==> config.mk <==
export PLATFORM = sky130hd
export DESIGN_NAME = sit_mul
export DESIGN_NICKNAME = d
export VERILOG_FILES = /design/src/rtl/sit_pkg.sv /design/src/rtl/sit_mul.sv
export SDC_FILE = /design/constraint.sdc
export NUM_CORES = 2
export LEC_CHECK = 0
export BUFFER_PORTS_ARGS = -buffer_cell sky130_fd_sc_hd__buf_2
export CAP_MARGIN = 20
export CORE_ASPECT_RATIO = 0.8
export CORE_MARGIN = 2
export CORE_UTILIZATION = 45
export DETAILED_ROUTE_END_ITERATION = 7
export PLACE_DENSITY_LB_ADDON = 0.15
export SYNTH_ARGS = -nofsm -noshare
export SYNTH_HDL_FRONTEND = slang
export SYNTH_SLANG_ARGS = --single-unit
==> constraint.sdc <==
create_clock -name clock -period 10.3 [get_ports clock]
set_input_delay 2.06 -clock clock [delete_from_list [all_inputs] [get_ports clock]]
set_output_delay 2.06 -clock clock [all_outputs]
set_load 0.05 [all_outputs]
==> src/rtl/sit_pkg.sv <==
// shared types and constants for the segment intersection pipeline
// no dependencies; imported by sit_mul, sit_orient and the top level
package sit_pkg;

   localparam int COORD_W        = 16;
   localparam int COORD_BITS_DEF = 16;
   localparam int TOL_W          = 32;
   localparam logic [TOL_W-1:0] TOL_RESET = 32'd42950;

   localparam int CSR_DATA_W = 32;
   localparam int CSR_ADDR_W = 2;
   localparam logic [CSR_ADDR_W-1:0] ADDR_TOL = 2'd0;

   // widest operand slice fed to one hardware multiplier
   localparam int MUL_SLICE_MAX = 32;

   // register stages inside one orientation unit
   localparam int ORIENT_STAGES = 9;

   typedef enum logic [2:0] {
      OUT_DEGENERATE     = 3'd0,
      OUT_SHARED_END     = 3'd1,
      OUT_NEAR_COLLINEAR = 3'd2,
      OUT_SAME_SIDE      = 3'd3,
      OUT_SECOND_REJECT  = 3'd4,
      OUT_CROSS          = 3'd5
   } outcome_type;

   typedef struct packed {
      logic signed [COORD_W-1:0] seg_a_start_x;
      logic signed [COORD_W-1:0] seg_a_start_y;
      logic signed [COORD_W-1:0] seg_a_end_x;
      logic signed [COORD_W-1:0] seg_a_end_y;
      logic signed [COORD_W-1:0] seg_b_start_x;
      logic signed [COORD_W-1:0] seg_b_start_y;
      logic signed [COORD_W-1:0] seg_b_end_x;
      logic signed [COORD_W-1:0] seg_b_end_y;
   } seg_pair_type;

   typedef struct packed {
      logic        intersects;
      outcome_type outcome;
   } seg_result_type;

   // orientation of one point against one segment
   typedef struct packed {
      logic near;
      logic pos;
      logic neg;
   } orient_type;

   // endpoint checks that decide before any orientation
   typedef struct packed {
      logic degenerate;
      logic shared_end;
   } early_type;

endpackage

==> src/rtl/sit_mul.sv <==
// two-stage unsigned multiplier: operand a is cut into slices,
// slice products registered, then shifted and summed; uses sit_pkg
module sit_mul #(
   parameter int A_W = 34,
   parameter int B_W = 34
) (
   input  logic               clock,
   input  logic               en_a,
   input  logic               en_b,
   input  logic [A_W-1:0]     a,
   input  logic [B_W-1:0]     b,
   output logic [A_W+B_W-1:0] p
);
   import sit_pkg::*;

   localparam int NSLICE  = (A_W + MUL_SLICE_MAX - 1) / MUL_SLICE_MAX;
   localparam int SLICE_W = (A_W + NSLICE - 1) / NSLICE;
   localparam int PAD_W   = NSLICE * SLICE_W;
   localparam int PP_W    = SLICE_W + B_W;
   localparam int P_W     = A_W + B_W;

   logic [PAD_W-1:0] a_pad;
   logic [PP_W-1:0]  part_in [NSLICE];
   logic [PP_W-1:0]  part_ff [NSLICE];
   logic [P_W-1:0]   p_in;
   logic [P_W-1:0]   p_ff;

   assign a_pad = PAD_W'(a);

   always_comb begin
      for (int i = 0; i < NSLICE; i++) begin
         part_in[i] = PP_W'(a_pad[i*SLICE_W +: SLICE_W]) * PP_W'(b);
      end
   end

   always_ff @(posedge clock) begin
      if (en_a) begin
         for (int i = 0; i < NSLICE; i++) begin
            part_ff[i] <= part_in[i];
         end
      end
   end

   always_comb begin
      p_in = '0;
      for (int i = 0; i < NSLICE; i++) begin
         p_in = p_in + (P_W'(part_ff[i]) << (i * SLICE_W));
      end
   end

   always_ff @(posedge clock) begin
      if (en_b) begin
         p_ff <= p_in;
      end
   end

   assign p = p_ff;

endmodule

Word level (Yosys, flattened, before mapping)

Memory sizes are Yosys's and may differ from the RTL's.
Cells that the tools add are included.

Register bits after elaboration: 68
RAM bits: 102
Input bits: 71
Output and inout bits: 68
Logic and storage cells: 7
Memories kept: 1

Add/sub/neg operators: 1
Multipliers: 2
Mux-type cells: 2

Memory list:

| memory  | words | width | read ports | clocked after Yosys merged registers in | wr ports | RTL line      | text |
|---|---|---|---|---|---|---|---|
| part_ff | 2     | 51    | 2          | 0                                       | 2        | sit_mul.sv:24 | `logic [PP_W-1:0] part_ff [NSLICE];` |

Operators with widths:

| kind                         | count |
|---|---|
| multiplier 17 x 34 -> 51 bit | 2 |
| adder 51 x 68 -> 68 bit      | 1 |
| 2-to-1 mux 1 bit             | 2 |

Logic depth before layout (Yosys ltp)

Depth after elaboration: 2
Gate-level depth with buffers: 26
Mapped depth without buffers: 24

Least setup slack after synthesis

OpenSTA, ideal clock, no wires.

Path type: in2reg
Start: input port a[19]
End: memory part_ff[0][97] (netlist bit) (data pin)
Setup time: 0.262 ns
Data arrival time: 8.012 ns
Data required time: 10.038 ns
Path slack: 2.026 ns
Stages: 24
Path buffers: 3
Path through: clkbuf_1 -> clkbuf_1 -> nand2_1 -> fa_1 -> fa_1 -> fa_1 -> inv_1 -> fa_1 -> fa_1 -> inv_1 -> fa_1 -> inv_1 -> ha_1 -> buf_2 -> a21o_1 -> a21oi_1 -> o21bai_1 -> or4_1 -> o22ai_2 -> nor3_1 -> or3_1 -> o221ai_2 -> o21bai_1 -> xor2_1

RTL lines:

| item            | RTL line      | text |
|---|---|---|
| start, declared | sit_mul.sv:10 | `input logic [A_W-1:0] a,` |
| end, declared   | sit_mul.sv:24 |  |

==> results by stage <==
STA:
- Setup repair after global routing left no endpoint under its margin.
- In the finished design, the share of the clock period the worst path needs comes to 0.848.
- The worst pin sits at a relative slew slack of 0.306.
- The count of final hold-check violations was 0.
- The maximum clock skew at final layout is ~17 ps.
- The final setup violation count is 0.
- Once routing completed, OpenROAD measured the worst setup slack at between 1500 and 2000 ps.
- The shortest clock period the worst path allows after layout is approximately 8700 ps.
- For the final routed database, the setup TNS stands at 0 ps.
- The number of pins exceeding their max-slew limit in the final report is 0.
- The peak clock frequency supported by timing is 0.114 GHz.
- At the pin with the least slew margin, the transition time is around 1000 ps.

Synth:
- By area the synthesized netlist is led by fa_1 44%, edfxtp_1 12%, inv_1 9.7%, ha_1 8.1%, nand2_1 6.8%.
- The fraction of the yosys area taken by sequential cells is 0.117.
- In the synthesized netlist, the number of instances is between 4000 and 5000.
- The number of warning messages in the yosys log is 0.
- In this run, synthesis produced a sequential element count of 170.
- By count the netlist is led by 1124 x inv_1, 959 x fa_1, 794 x nand2_1, 462 x and2_1, 284 x ha_1.
- The net count after synthesis is ~6000.
- The number of distinct library cells after synthesis is 65.
- Counting flops with a built-in enable in the synthesized netlist gives 170.
- The synthesized netlist occupies a cell area of around 44000 um^2.
- The most frequent cell after synthesis is inv_1.
- The flip-flop cell with the highest count after synthesis is edfxtp_1.
- The fraction of registers with async set/reset is 0.
- Of the post-synthesis cell area, the dominant cell type holds 0.440.
- The cell type with the largest total area after synthesis is fa_1.
- The average size of a mapped cell is 9.13 um^2.

Detailed routing:
- The average vias per placed instance is a little over 5.
- The number of vias in the routed layout is ~31000.
- In this run the remaining antenna-violating nets after routing total 0.
- The detailed-router iteration count before antenna repair is 7.
- After detailed routing, the average wire length per cell comes to 21.0 um.
- Wires add up to around 130000 um.
- In this run, the number of DRC markers left after iteration 0 of detailed routing was 2485.
- For this run, design rule violations remaining after detail routing come to 0.

Layout:
- The final-stage net count is roughly 6000.
- The filler cell count in the final layout is 9401.
- After the flow finishes, the layout carries non-filler instances totaling 6049.
- In the final layout, the multi-input gates occupy about 33000 um^2.
- The sequential cell area is ~5000 um^2.
- The area growth from synthesis to layout is 5.09%.
- In the final layout, the share of cells above drive strength 1 is 0.0462.

Clock tree:
- Counting every sink on the clock net gives 170.
- The count of hold-fix buffers inserted at cts is 0.
- The H-tree level count is 4.
- In this run the clock root is driven by a clkbuf_16.
- After clock tree synthesis, the clock-pin slew on the worst setup and hold paths is 70 ps.
- The buffer levels on the longest clock path is 2.
- The number of buffers added for setup after CTS is 0.
- The clock insertion delay at the later pin of the skew report is 460 ps.
- The count of instances resized after the clock tree is built is 0.
- TritonCTS built the clock tree.
- The number of buffers inserted during clock tree synthesis is 17.

Global route:
- The wire length of the first global-routing pass is just under 200000 um.
- The pin count of the biggest net entering global routing is 64.
- Global routing finished with a remaining overflow of 0.
- The overall global routing resource usage is 0.263.
- The initial antenna violation count is 11.
- The via count of the first global-routing pass is 32500.

Flow run:
- The number of max-capacitance violations reported is 0.

Setup path:
- The critical path startpoint category is an input port.
- For the worst setup path, the data required time is ~10000 ps.
- The maximum fanout count along the critical path is 22.
- The critical path data arrival time is between 8000 and 9000 ps.
- The critical path class is in -> reg.
- STA classifies the critical path endpoint as a flip-flop.
- The flop-to-flop setup slack is between 6000 and 7000 ps.

Floorplanning:
- The die boundary height is roughly 280 um.
- The initial utilization of the core area, before any placement, comes to 0.453.
- The die width is about 350 um.
- Pin placement for this block handled ~140 I/O pins.
- The floorplan row count is approximately 100.
- The die covers 99600 um^2.
- The core region is around 96000 um^2.

Outcome:
- The run finished with clean final reports.

Place:
- The instance count after placement with tap cells included is 6014.
- The wire-length estimate of the detail-placed layout is roughly 99000 um.
- The number of port buffers is 138.
- OpenSTA, run right after detailed placement, puts the worst setup slack at approximately 1100 ps.
- The congestion estimate from routability-driven global placement came to approximately 0.91.

Hold path:
- The path class of the tightest hold or removal check is reg -> reg.
per-layer routing:
layer | up-vias | global-route usage | wire length, um
li1 | 14000 | - | -
met1 | 15900 | 0.405 | 61600
met2 | 1199 | 0.369 | 50100
met3 | 109 | 0.0781 | 13600
met4 | 4 | 0.0425 | 1540
met5 | - | 0 | 27
cells in the final DEF (no fill, tap or decap), types with 25 or more instances in the layout:
| cell type | instances |
|---|---|
| a21o_1 | 64 |
| a21oi_1 | 140 |
| and2_1 | 462 |
| buf_2 | 136 |
| buf_4 | 39 |
| edfxtp_1 | 170 |
| fa_1 | 959 |
| ha_1 | 284 |
| inv_1 | 1124 |
| nand2_1 | 794 |
| nand3_1 | 25 |
| nor2_1 | 83 |
| o21ai_0 | 75 |
| xnor2_1 | 83 |
| xor2_1 | 52 |
per-stage QoR:
stage                     hold slack (ps)   util  cell area (um^2)
final                                 420  0.476             45900
after CTS                             421  0.476             45900
after global placement                401  0.470             45400
after detailed placement              405  0.470             45400
after global routing                  428  0.476             45900
after floorplan                       400      -             43700
worst paths after layout:
kind / start / to / cells after the start
min: part_ff[0][5] / p[5] / 0
min reg2reg: part_ff[0][5] / p[5] / 0
max: b[18] / part_ff[0][45] / 23
max reg2reg: part_ff[0][17] / p[67] / 13
registers in the layout, summed over array words and instances (netlist names):
| name | flops |
|---|---|
| p | 68 |
| part_ff | 102 |
layout make-up:
type,count,area share
inverters,1124,0.0919
clock inverters,14,0.00240
clock buffers,17,0.00927
well taps,1300,0.0354
diodes,4,0.000218
multi-input cells,3245,0.728
flip-flops and latches,170,0.111
repair buffers,175,0.0212
cell families (layout without fill, tap and decap cells):
| family | count (synthesis) | in the layout | synth area share |
|---|---|---|---|
| fa+ha+maj | 1243 | 1243 | 0.521 |
| simple gates | 1472 | 1472 | 0.160 |
| xor+xnor | 135 | 135 | 0.0271 |
| other cells | 0 | 4 | 0 |
| flops | 170 | 170 | 0.117 |
| compound gates | 395 | 395 | 0.0573 |
| buf+inv | 1368 | 1330 | 0.118 |
critical path, stage by stage:
cell,delay [ps]
buf_2,520
buf_4,340
nand2_1,100
fa_1,530
fa_1,530
fa_1,530
inv_1,60
fa_1,440
fa_1,520
inv_1,50
fa_1,560
inv_1,70
ha_1,400
a21oi_1,200
nor2b_1,70
o21ai_0,220
a21oi_1,160
and2_1,220
o2111ai_1,450
a31oi_2,220
a21oi_1,340
o21ai_0,180
xnor2_1,150
Power is left out: the tool's default activity adds up to more than one toggle a clock period on the data nets, which glitch-free logic cannot reach.
